==> src/sv/frtc_pkg.sv <==
`timescale 1ns / 1ps
// ----------------------------------------------------------------------------
// frtc_pkg: shared types and constants of the frame rate trend classifier
// Field widths, arithmetic constants, class codes, register indexes, the
// controller state type and the command/status bundles.
// ----------------------------------------------------------------------------
package frtc_pkg;

    // Field and register widths
    localparam int STAMP_W    = 63;
    localparam int STEP_W     = 8;
    localparam int THR_W      = 12;
    localparam int RATE_W     = 12;
    localparam int CLASS_W    = 3;
    localparam int OUT_DATA_W = 16;
    localparam int IN_DATA_W  = 64;

    // Arithmetic widths: diff <= 2e9, den = step * diff < 2^39,
    // numerator 2e9 + den and divisor 2 * den both < 2^40
    localparam int DIFF_W    = 31;
    localparam int DEN_W     = 39;
    localparam int DIV_W     = 40;
    localparam int DIV_CNT_W = 6;
    localparam int PROD_W    = RATE_W + STEP_W;

    localparam logic [DIV_CNT_W-1:0] DIV_CNT_LAST = DIV_CNT_W'(DIV_W - 1);
    localparam logic [STAMP_W-1:0]   DIFF_LIMIT   = 63'd2000000000;
    localparam logic [DIV_W-1:0]     ROUND_BIAS   = 40'd2000000000;
    localparam logic [RATE_W-1:0]    RATE_MAX     = 12'd4095;

    // Configuration port
    localparam int CFG_IDX_W  = 1;
    localparam int CFG_DATA_W = 12;
    localparam logic [CFG_IDX_W-1:0] CFG_RATE_STEP  = 1'd0;
    localparam logic [CFG_IDX_W-1:0] CFG_LOW_THRESH = 1'd1;
    localparam logic [STEP_W-1:0]    RATE_STEP_RST  = 8'd5;
    localparam logic [THR_W-1:0]     LOW_THRESH_RST = 12'd60;

    // Trend class codes, checked in this order
    typedef enum logic [CLASS_W-1:0] {
        TREND_STABLE   = 3'd0,
        TREND_LOW      = 3'd1,
        TREND_RISING   = 3'd2,
        TREND_FALLING  = 3'd3,
        TREND_PEAK     = 3'd4,
        TREND_UNSTABLE = 3'd5
    } trend_class_t;

    // Controller states
    typedef enum logic [3:0] {
        ST_IDLE,
        ST_CHECK,
        ST_EVAL,
        ST_MUL,
        ST_DIV_INIT,
        ST_DIV,
        ST_SCALE,
        ST_PUSH,
        ST_EMIT
    } frtc_state_t;

    // Controller to datapath
    typedef struct packed {
        logic load_stamp;
        logic check;
        logic rate_zero;
        logic mul;
        logic div_init;
        logic div_step;
        logic scale;
        logic push;
        logic emit;
    } frtc_cmd_t;

    // Datapath to controller
    typedef struct packed {
        logic skip;
        logic big_gap;
        logic div_last;
        logic full_after_push;
        logic out_free;
    } frtc_sts_t;

endpackage

==> src/sv/frtc_ctrl.sv <==
`timescale 1ns / 1ps
// ----------------------------------------------------------------------------
// frtc_ctrl: sequencing controller
// Walks one accepted stamp through difference, multiply, bit-serial divide,
// scaling, window push and result hand-off; skipped stamps and big gaps cut it short.
// ----------------------------------------------------------------------------
module frtc_ctrl
    import frtc_pkg::*;
(
    input  logic      aclk,
    input  logic      aresetn,
    input  logic      s_tvalid,
    output logic      s_tready,
    input  frtc_sts_t sts,
    output frtc_cmd_t cmd
);

    frtc_state_t state_reg;
    frtc_state_t state_next;

    // State register
    always_ff @(posedge aclk) begin
        if (!aresetn) begin
            state_reg <= ST_IDLE;
        end else begin
            state_reg <= state_next;
        end
    end

    // Next state
    always_comb begin
        state_next = state_reg;
        unique case (state_reg)
            ST_IDLE: begin
                if (s_tvalid) begin
                    state_next = ST_CHECK;
                end
            end
            ST_CHECK: begin
                state_next = ST_EVAL;
            end
            ST_EVAL: begin
                priority if (sts.skip) begin
                    state_next = ST_IDLE;
                end else if (sts.big_gap) begin
                    state_next = ST_PUSH;
                end else begin
                    state_next = ST_MUL;
                end
            end
            ST_MUL: begin
                state_next = ST_DIV_INIT;
            end
            ST_DIV_INIT: begin
                state_next = ST_DIV;
            end
            ST_DIV: begin
                if (sts.div_last) begin
                    state_next = ST_SCALE;
                end
            end
            ST_SCALE: begin
                state_next = ST_PUSH;
            end
            ST_PUSH: begin
                state_next = sts.full_after_push ? ST_EMIT : ST_IDLE;
            end
            ST_EMIT: begin
                if (sts.out_free) begin
                    state_next = ST_IDLE;
                end
            end
            default: begin
                state_next = ST_IDLE;
            end
        endcase
    end

    // Outputs
    always_comb begin
        cmd      = '0;
        s_tready = 1'b0;
        unique case (state_reg)
            ST_IDLE: begin
                s_tready       = 1'b1;
                cmd.load_stamp = s_tvalid;
            end
            ST_CHECK: begin
                cmd.check = 1'b1;
            end
            ST_EVAL: begin
                cmd.rate_zero = !sts.skip && sts.big_gap;
            end
            ST_MUL: begin
                cmd.mul = 1'b1;
            end
            ST_DIV_INIT: begin
                cmd.div_init = 1'b1;
            end
            ST_DIV: begin
                cmd.div_step = 1'b1;
            end
            ST_SCALE: begin
                cmd.scale = 1'b1;
            end
            ST_PUSH: begin
                cmd.push = 1'b1;
            end
            ST_EMIT: begin
                cmd.emit = sts.out_free;
            end
            default: begin
                cmd = '0;
            end
        endcase
    end

endmodule

==> src/sv/frtc_datapath.sv <==
`timescale 1ns / 1ps
// ----------------------------------------------------------------------------
// frtc_datapath: arithmetic, rate window and output register
// Holds the previous stamp, the configuration registers, the restoring
// divider, the rate window with its fill count, the classifier and the
// result register.
// ----------------------------------------------------------------------------
module frtc_datapath
    import frtc_pkg::*;
#(
    parameter int WINDOW_LENGTH = 5
) (
    input  logic                  aclk,
    input  logic                  aresetn,
    input  frtc_cmd_t             cmd,
    output frtc_sts_t             sts,
    input  logic                  cfg_wr_en,
    input  logic [CFG_IDX_W-1:0]  cfg_index,
    input  logic [CFG_DATA_W-1:0] cfg_wdata,
    input  logic [STAMP_W-1:0]    stamp_in,
    output logic                  m_tvalid,
    input  logic                  m_tready,
    output logic [OUT_DATA_W-1:0] m_tdata
);

    localparam int FILL_W = $clog2(WINDOW_LENGTH + 1);
    localparam int MID    = WINDOW_LENGTH / 2;
    localparam logic [FILL_W-1:0] FILL_FULL = FILL_W'(WINDOW_LENGTH);
    localparam logic [FILL_W-1:0] FILL_LAST = FILL_W'(WINDOW_LENGTH - 1);

    // Configuration
    logic [STEP_W-1:0] rate_step_reg;
    logic [THR_W-1:0]  low_thresh_reg;
    logic [STEP_W-1:0] step_eff;

    // Stamp and difference
    logic [STAMP_W-1:0] stamp_reg;
    logic [STAMP_W-1:0] prev_stamp_reg;
    logic [STAMP_W-1:0] diff_reg;
    logic               borrow_reg;
    logic               prev_zero_reg;
    logic [STAMP_W:0]   diff_full;

    // Multiply and divide
    logic [DEN_W-1:0]     den_reg;
    logic [DIV_W-1:0]     quo_reg;
    logic [DIV_W-1:0]     dvs_reg;
    logic [DIV_W-1:0]     rem_reg;
    logic [DIV_CNT_W-1:0] div_cnt_reg;
    logic [DIV_W:0]       trial;
    logic                 trial_ge;

    // Scaling
    logic [PROD_W-1:0] prod;
    logic              sat;
    logic [RATE_W-1:0] rate_reg;

    // Window
    logic [RATE_W-1:0] win_reg [WINDOW_LENGTH];
    logic [FILL_W-1:0] fill_reg;
    logic              full_now;

    // Classification
    trend_class_t cls;

    // Output register
    logic                  m_tvalid_reg;
    logic [CLASS_W-1:0]    out_class_reg;
    logic [RATE_W-1:0]     out_rate_reg;

    assign step_eff = (rate_step_reg == '0) ? STEP_W'(1) : rate_step_reg;

    // Configuration registers
    always_ff @(posedge aclk) begin
        if (!aresetn) begin
            rate_step_reg  <= RATE_STEP_RST;
            low_thresh_reg <= LOW_THRESH_RST;
        end else if (cfg_wr_en) begin
            unique case (cfg_index)
                CFG_RATE_STEP:  rate_step_reg  <= cfg_wdata[STEP_W-1:0];
                CFG_LOW_THRESH: low_thresh_reg <= cfg_wdata[THR_W-1:0];
                default: begin
                end
            endcase
        end
    end

    // Stamp capture, difference against the stored stamp
    assign diff_full = {1'b0, stamp_reg} - {1'b0, prev_stamp_reg};

    always_ff @(posedge aclk) begin
        if (!aresetn) begin
            prev_stamp_reg <= '0;
        end else if (cmd.check) begin
            prev_stamp_reg <= stamp_reg;
        end
    end

    always_ff @(posedge aclk) begin
        if (cmd.load_stamp) begin
            stamp_reg <= stamp_in;
        end
        if (cmd.check) begin
            diff_reg      <= diff_full[STAMP_W-1:0];
            borrow_reg    <= diff_full[STAMP_W];
            prev_zero_reg <= (prev_stamp_reg == '0);
        end
    end

    assign sts.skip    = prev_zero_reg || borrow_reg || (diff_reg == '0);
    assign sts.big_gap = (diff_reg > DIFF_LIMIT);

    // Denominator step * diff, then restoring division one bit a cycle
    assign trial    = {rem_reg, quo_reg[DIV_W-1]};
    assign trial_ge = (trial >= {1'b0, dvs_reg});

    always_ff @(posedge aclk) begin
        if (cmd.mul) begin
            den_reg <= DEN_W'(step_eff) * diff_reg[DIFF_W-1:0];
        end
        if (cmd.div_init) begin
            quo_reg     <= ROUND_BIAS + DIV_W'(den_reg);
            dvs_reg     <= {den_reg, 1'b0};
            rem_reg     <= '0;
            div_cnt_reg <= '0;
        end else if (cmd.div_step) begin
            // remainder stays below the divisor, so the top bit is always zero
            rem_reg     <= trial_ge ? DIV_W'(trial - {1'b0, dvs_reg}) : trial[DIV_W-1:0];
            quo_reg     <= {quo_reg[DIV_W-2:0], trial_ge};
            div_cnt_reg <= div_cnt_reg + DIV_CNT_W'(1);
        end
    end

    assign sts.div_last = (div_cnt_reg == DIV_CNT_LAST);

    // Scale quotient by the step and saturate
    assign prod = quo_reg[RATE_W-1:0] * step_eff;
    assign sat  = (quo_reg[DIV_W-1:RATE_W] != '0) || (prod[PROD_W-1:RATE_W] != '0);

    always_ff @(posedge aclk) begin
        if (cmd.rate_zero) begin
            rate_reg <= '0;
        end else if (cmd.scale) begin
            rate_reg <= sat ? RATE_MAX : prod[RATE_W-1:0];
        end
    end

    // Rate window: fill in place, then shift out the oldest entry
    assign full_now            = (fill_reg >= FILL_FULL);
    assign sts.full_after_push = (fill_reg >= FILL_LAST);

    always_ff @(posedge aclk) begin
        if (!aresetn) begin
            fill_reg <= '0;
        end else if (cmd.push && !full_now) begin
            fill_reg <= fill_reg + FILL_W'(1);
        end
    end

    always_ff @(posedge aclk) begin
        if (cmd.push) begin
            if (full_now) begin
                for (int i = 0; i < WINDOW_LENGTH - 1; i++) begin
                    win_reg[i] <= win_reg[i + 1];
                end
                win_reg[WINDOW_LENGTH - 1] <= rate_reg;
            end else begin
                for (int i = 0; i < WINDOW_LENGTH; i++) begin
                    if (fill_reg == FILL_W'(i)) begin
                        win_reg[i] <= rate_reg;
                    end
                end
            end
        end
    end

    // Classifier over the full window, entry 0 oldest
    always_comb begin
        logic eq;
        logic low;
        logic up;
        logic down;
        eq   = 1'b1;
        low  = 1'b1;
        up   = 1'b1;
        down = 1'b1;
        for (int i = 0; i < WINDOW_LENGTH; i++) begin
            if (win_reg[i] >= low_thresh_reg) begin
                low = 1'b0;
            end
            if (i > 0) begin
                if (win_reg[i] != win_reg[0]) begin
                    eq = 1'b0;
                end
                if (win_reg[i] <= win_reg[i - 1]) begin
                    up = 1'b0;
                end
                if (win_reg[i] >= win_reg[i - 1]) begin
                    down = 1'b0;
                end
            end
        end
        priority if (eq) begin
            cls = TREND_STABLE;
        end else if (low) begin
            cls = TREND_LOW;
        end else if (up) begin
            cls = TREND_RISING;
        end else if (down) begin
            cls = TREND_FALLING;
        end else if (win_reg[MID] >= win_reg[MID - 1] && win_reg[MID] >= win_reg[MID + 1]) begin
            cls = TREND_PEAK;
        end else begin
            cls = TREND_UNSTABLE;
        end
    end

    // Output register
    assign sts.out_free = !m_tvalid_reg || m_tready;

    always_ff @(posedge aclk) begin
        if (!aresetn) begin
            m_tvalid_reg <= 1'b0;
        end else if (cmd.emit) begin
            m_tvalid_reg <= 1'b1;
        end else if (m_tready) begin
            m_tvalid_reg <= 1'b0;
        end
    end

    always_ff @(posedge aclk) begin
        if (cmd.emit) begin
            out_class_reg <= cls;
            out_rate_reg  <= rate_reg;
        end
    end

    assign m_tvalid = m_tvalid_reg;
    assign m_tdata  = {{(OUT_DATA_W - CLASS_W - RATE_W){1'b0}}, out_rate_reg, out_class_reg};

`ifndef SYNTHESIS
    // Fill count never passes the window length
    a_fill_bound: assert property (@(posedge aclk) disable iff (!aresetn)
        fill_reg <= FILL_FULL)
        else $error("fill count beyond window length");

    // A result only appears once the window is full
    a_result_full: assert property (@(posedge aclk) disable iff (!aresetn)
        $rose(m_tvalid_reg) |-> full_now)
        else $error("result from a partial window");

    // Divider never steps past its last bit
    a_div_bound: assert property (@(posedge aclk) disable iff (!aresetn)
        cmd.div_step |-> (div_cnt_reg <= DIV_CNT_LAST))
        else $error("divider overran");

    // A waiting result is never overwritten
    a_no_overwrite: assert property (@(posedge aclk) disable iff (!aresetn)
        (m_tvalid_reg && !m_tready) |-> !cmd.emit)
        else $error("pending result overwritten");
`endif

endmodule

==> src/sv/frame_rate_trend_classifier_unit.sv <==
`timescale 1ns / 1ps
// ----------------------------------------------------------------------------
// frame_rate_trend_classifier_unit: frame rate trend classifier, top level
// Turns frame timestamps into quantized refresh rates and classifies the
// trend over a sliding window of the most recent rates.
// ----------------------------------------------------------------------------
// Each input word is a frame timestamp in nanoseconds. The first stamp, a
// zero stamp, or a stamp not later than the stored one is only stored.
// Otherwise the rate round(1e9 / (step * diff)) * step, saturated at 4095,
// enters the window; a gap above two seconds gives rate 0, any other stamp
// goes through the 40-step restoring divider that works one quotient bit a
// cycle. Once WINDOW_LENGTH rates are held, every new rate yields one output
// word with the trend class and that rate; handing it to the output register
// stalls for as long as an earlier word there has not been taken. One stamp
// is processed at a time; a finished result waits in the output register
// while the next stamp is taken. Configuration registers: index 0 rate_step
// (0 acts as 1), index 1 low_rate_threshold; write only while idle.
module frame_rate_trend_classifier_unit
    import frtc_pkg::*;
#(
    parameter int WINDOW_LENGTH = 5
) (
    input  logic                  aclk,
    input  logic                  aresetn,
    input  logic                  cfg_wr_en,
    input  logic [CFG_IDX_W-1:0]  cfg_index,
    input  logic [CFG_DATA_W-1:0] cfg_wdata,
    input  logic                  s_tvalid,
    output logic                  s_tready,
    input  logic [IN_DATA_W-1:0]  s_tdata,   // [62:0] timestamp_ns
    output logic                  m_tvalid,
    input  logic                  m_tready,
    output logic [OUT_DATA_W-1:0] m_tdata    // [2:0] trend_class, [14:3] newest_rate
);

    frtc_cmd_t cmd;
    frtc_sts_t sts;

    frtc_ctrl u_ctrl (
        .aclk     (aclk),
        .aresetn  (aresetn),
        .s_tvalid (s_tvalid),
        .s_tready (s_tready),
        .sts      (sts),
        .cmd      (cmd)
    );

    frtc_datapath #(
        .WINDOW_LENGTH (WINDOW_LENGTH)
    ) u_datapath (
        .aclk      (aclk),
        .aresetn   (aresetn),
        .cmd       (cmd),
        .sts       (sts),
        .cfg_wr_en (cfg_wr_en),
        .cfg_index (cfg_index),
        .cfg_wdata (cfg_wdata),
        .stamp_in  (s_tdata[STAMP_W-1:0]),
        .m_tvalid  (m_tvalid),
        .m_tready  (m_tready),
        .m_tdata   (m_tdata)
    );

endmodule
==> config.mk <==
export PLATFORM = sky130hd
export DESIGN_NAME = frame_rate_trend_classifier_unit
export DESIGN_NICKNAME = d
export VERILOG_FILES = /design/src/sv/frtc_pkg.sv /design/src/sv/frtc_ctrl.sv /design/src/sv/frtc_datapath.sv /design/src/sv/frame_rate_trend_classifier_unit.sv
export SDC_FILE = /design/constraint.sdc
export NUM_CORES = 2
export LEC_CHECK = 0
export CAP_MARGIN = 20
export CORE_AREA = 2 2 293 295
export DETAILED_ROUTE_END_ITERATION = 16
export DIE_AREA = 0 0 295 297
export DONT_BUFFER_PORTS = 1
export SYNTH_ARGS = -nofsm -noshare
export SYNTH_HDL_FRONTEND = slang
export SYNTH_HIERARCHICAL = 1
export SYNTH_SLANG_ARGS = --single-unit
==> constraint.sdc <==
create_clock -name aclk -period 10.6 [get_ports aclk]
set_input_delay 2.65 -clock aclk [delete_from_list [all_inputs] [get_ports aclk]]
set_output_delay 2.65 -clock aclk [all_outputs]
set_load 0.005 [all_outputs]
==> results.sh <==
export IMPL_outcome="completed"
export IMPL_synth_adder_area_share_pct=23.1
export IMPL_wl_microns=87200
export IMPL_cp_slowest_cell="dfxtp_2"
export IMPL_nets=4450
export IMPL_n_fill_cell=7948
export IMPL_drv_cap=0
export IMPL_ys_seq_area_share_pct=33.6
export IMPL_netlist_instances=3899
export IMPL_synth_area_leaders="edfxtp_1 26%, fa_1 13%, ha_1 11%"
export IMPL_finClkSkew_ns=0.0208
export IMPL_yosys_mux_area_fraction_pct=2.88
export IMPL_ys_warn_count=6
export IMPL_h_tree_depth=2
export IMPL_wl_per_cell_microns=17.4
export IMPL_hp_start="u_datapath/den_reg[1]"
export IMPL_worst_setup_path_start_kind="flop"
export IMPL_worst_pin_slew_ns=1.08
export IMPL_chipWidth_microns=295
export IMPL_grt_pass1_vias=26833
export IMPL_min_to="u_datapath/dvs_reg[2]"
export IMPL_r2r_start="u_datapath/rate_step_reg[3]"
export IMPL_grt_usage_pct=20.0
export IMPL_cts_tree="yes"
export IMPL_post_cts_setup_buffer_count=0
export IMPL_wl_met3_microns=3120
export IMPL_clkSlewWorstSetupHoldPaths_ns=0.06
export IMPL_path_delay_family="compound AO/OA/AOI/OAI gates"
export IMPL_syn_mean_instance_area_sq_um=9.64
export IMPL_power_density_nw_per_um2=166
export IMPL_synth_top_area_cell="edfxtp_1"
export IMPL_reg2reg_slack_ns=3.96
export IMPL_setup_viol=0
export IMPL_coreArea_sq_um=84500
export IMPL_slew_limit_headroom_pct=28.3
export IMPL_clk_latency_ns=0.61
export IMPL_hold_ws_ns=0.448
export IMPL_dr_pass1_iters=5
export IMPL_hold_buffers=0
export IMPL_antenna_found_initial=1
export IMPL_period_minus_slack_ns=6.64
export IMPL_synthesis_area_sq_um=37600
export IMPL_timing_critical_path_slowest_cell_delay_ns=0.99
export IMPL_cts_buffers=53
export IMPL_fin_cells=5004
export IMPL_top_layer_used="met4"
export IMPL_fmax_mhz=151
export IMPL_synthXorXnorAreaFrac_pct=3.82
export IMPL_synth_flop_cell="edfxtp_1"
export IMPL_crit_type="reg -> reg"
export IMPL_dp_cells=4903
export IMPL_grt_max_degree=90
export IMPL_pin_count=100
export IMPL_rows=107
export IMPL_clock_path_buffers=3
export IMPL_hold_path_class="reg -> reg"
export IMPL_cts_root_buffer="clkbuf_16"
export IMPL_design_area_sq_um=40400
export IMPL_rsz0062_at_grt="no"
export IMPL_cp_max_fo=45
export IMPL_ys_ff_latch=470
export IMPL_vias=26915
export IMPL_period_share_pct=62.7
export IMPL_drc_errors=0
export IMPL_r2r_end="u_datapath/den_reg[37]"
export IMPL_synth_simple_area_share_pct=17.0
export IMPL_crit_buf_inv=3
export IMPL_synth_top_family_by_area="adder cells"
export IMPL_start_util_pct=44.5
export IMPL_grt_pass1_wl_microns=143000
export IMPL_ir_drop_v=0.000136
export IMPL_n_antenna_cell=0
export IMPL_p_leak_nw=16.9
export IMPL_layout_drive_gt1_share_pct=4.74
export IMPL_yosys_cell_types_count=88
export IMPL_postRouteAntennaNets=0
export IMPL_port_buffers=0
export IMPL_final_max_slew_viol_count=0
export IMPL_crit_chain="nor4_1 > a21oi_4 > buf_4 > nor2b_1 > fa_1 > fa_1 > inv_1 > fa_1 > inv_1 > ha_1 > and2_1 > nor4_1 > a21oi_1 > o31ai_2 > a21oi_1 > a2111oi_0 > o31ai_1 > xor2_1"
export IMPL_dpl_cell_area_sq_um=38600
export IMPL_m1WireLength_microns=41300
export IMPL_arrival_ns=6.97
export IMPL_final_core_util_pct=47.8
export IMPL_cts_num_sinks=470
export IMPL_dp_hpwl_microns=66100
export IMPL_die_h_microns=297
export IMPL_hold_viol_final=0
export IMPL_syn_num_nets=4533
export IMPL_die_area_sq_um=87600
export IMPL_critical_path_required_ns=10.93
export IMPL_drtIter0Drc=1706
export IMPL_wl_met2_microns=40900
export IMPL_areaGrowthSynthToFinish_pct=7.51
export IMPL_synth_top_cell_area_share_pct=25.6
export IMPL_cp_end_kind="flop"
export IMPL_synth_edff_count=321
export IMPL_drt_vias_per_instance=5.38
export IMPL_cts_resized=0
export IMPL_synth_compound_area_share_pct=13.5
export IMPL_gp_congestion=0.920
export IMPL_cp_common_cell="fa_1"
export IMPL_tns_ns=0
export IMPL_gr_total_overflow=0
export IMPL_synthArstFlopShare_pct=0
export IMPL_r2r_cells=18
export IMPL_holdPathStages=0
-- logic make-up after synthesis --
family	after synthesis
and+or+nand+nor	1239
AOI/OAI and AO/OA	780
buffers and inverters	588
adders and majority gates	552
DFF	470
xor gates and xnor gates	164
muxes	105
other	1
-- how the worst max path moves through the flow --
| stage | from | endpoint | slack (ns) | cells after the start |
|---|---|---|---|---|
| 6_report | u_datapath/rate_step_reg[3] | u_datapath/den_reg[37] | 3.96 | 18 |
| 5_1_grt | u_datapath/rate_step_reg[3] | u_datapath/den_reg[37] | 3.55 | 18 |
| 4_1_cts | u_datapath/rate_step_reg[4] | u_datapath/den_reg[37] | 3.99 | 18 |
| 2_1_floorplan | u_ctrl/state_reg[3] | u_datapath/prev_stamp_reg[10] | 4.23 | 7 |
| 3_3_place_gp | u_datapath/rate_step_reg[3] | u_datapath/den_reg[37] | 4.06 | 18 |
| 3_5_place_dp | u_datapath/rate_step_reg[4] | u_datapath/den_reg[37] | 4.03 | 18 |
-- cell usage after synthesis (54+ instances only) --
library cell / number
mux2i_1: 81
xnor2_1: 94
fa_1: 236
inv_1: 423
nand4_1: 54
nor2_1: 174
clkbuf_1: 133
a21o_1: 113
xor2_1: 70
nor3_1: 61
edfxtp_1: 321
nor4_1: 56
dfxtp_1: 149
nand2_1: 343
nand3_1: 56
ha_1: 316
and2_1: 243
a21oi_1: 232
o21ai_0: 131
nor2b_1: 129
-- per-stage QoR --
stage,total power [W],setup slack (ns)
finish,0.00672,3.96
global route,0.00723,3.55
CTS,0.00680,3.99
detailed placement,0.00489,4.03
global placement,0.00487,4.06
floorplan,0.00434,4.23
-- power breakdown --
| group | total (W) | switching (W) | internal (W) |
|---|---|---|---|
| clock network | 0.00187 | 0.000757 | 0.00111 |
| registers | 0.00234 | 0.000152 | 0.00219 |
| logic | 0.00251 | 0.00146 | 0.00105 |
| total | 0.00672 | 0.00237 | 0.00435 |
-- final cells by class --
cell class	instances	area, sq um	area share [%]
clock inverters	24	259	0.641
flip-flops and latches	470	12600	31.2
repair buffers	26	220	0.545
multi-input cells	2841	22700	56.3
well taps	1144	1430	3.54
inverters	424	1590	3.94
clock buffers	75	1540	3.81
-- layer usage --
metal,vias to the layer above,track usage [%]
met5,-,0
met4,0,4.63
met3,114,2.08
met2,524,33.1
met1,12946,28.2
li1,13331,-
-- layout by cell type, fill, tap and decap left out, drive strengths merged, types with 113 or more instances in the layout --
| master | Yosys | layout |
|---|---|---|
| fa | 236 | 236 |
| nand2 | 343 | 343 |
| edfxtp | 321 | 321 |
| ha | 316 | 316 |
| o21ai | 135 | 135 |
| inv | 423 | 428 |
| a21oi | 236 | 236 |
| dfxtp | 149 | 149 |
| nor2b | 129 | 129 |
| and2 | 243 | 243 |
| a21o | 113 | 113 |
| nor2 | 174 | 174 |
(Power assumes the default switching activity.)
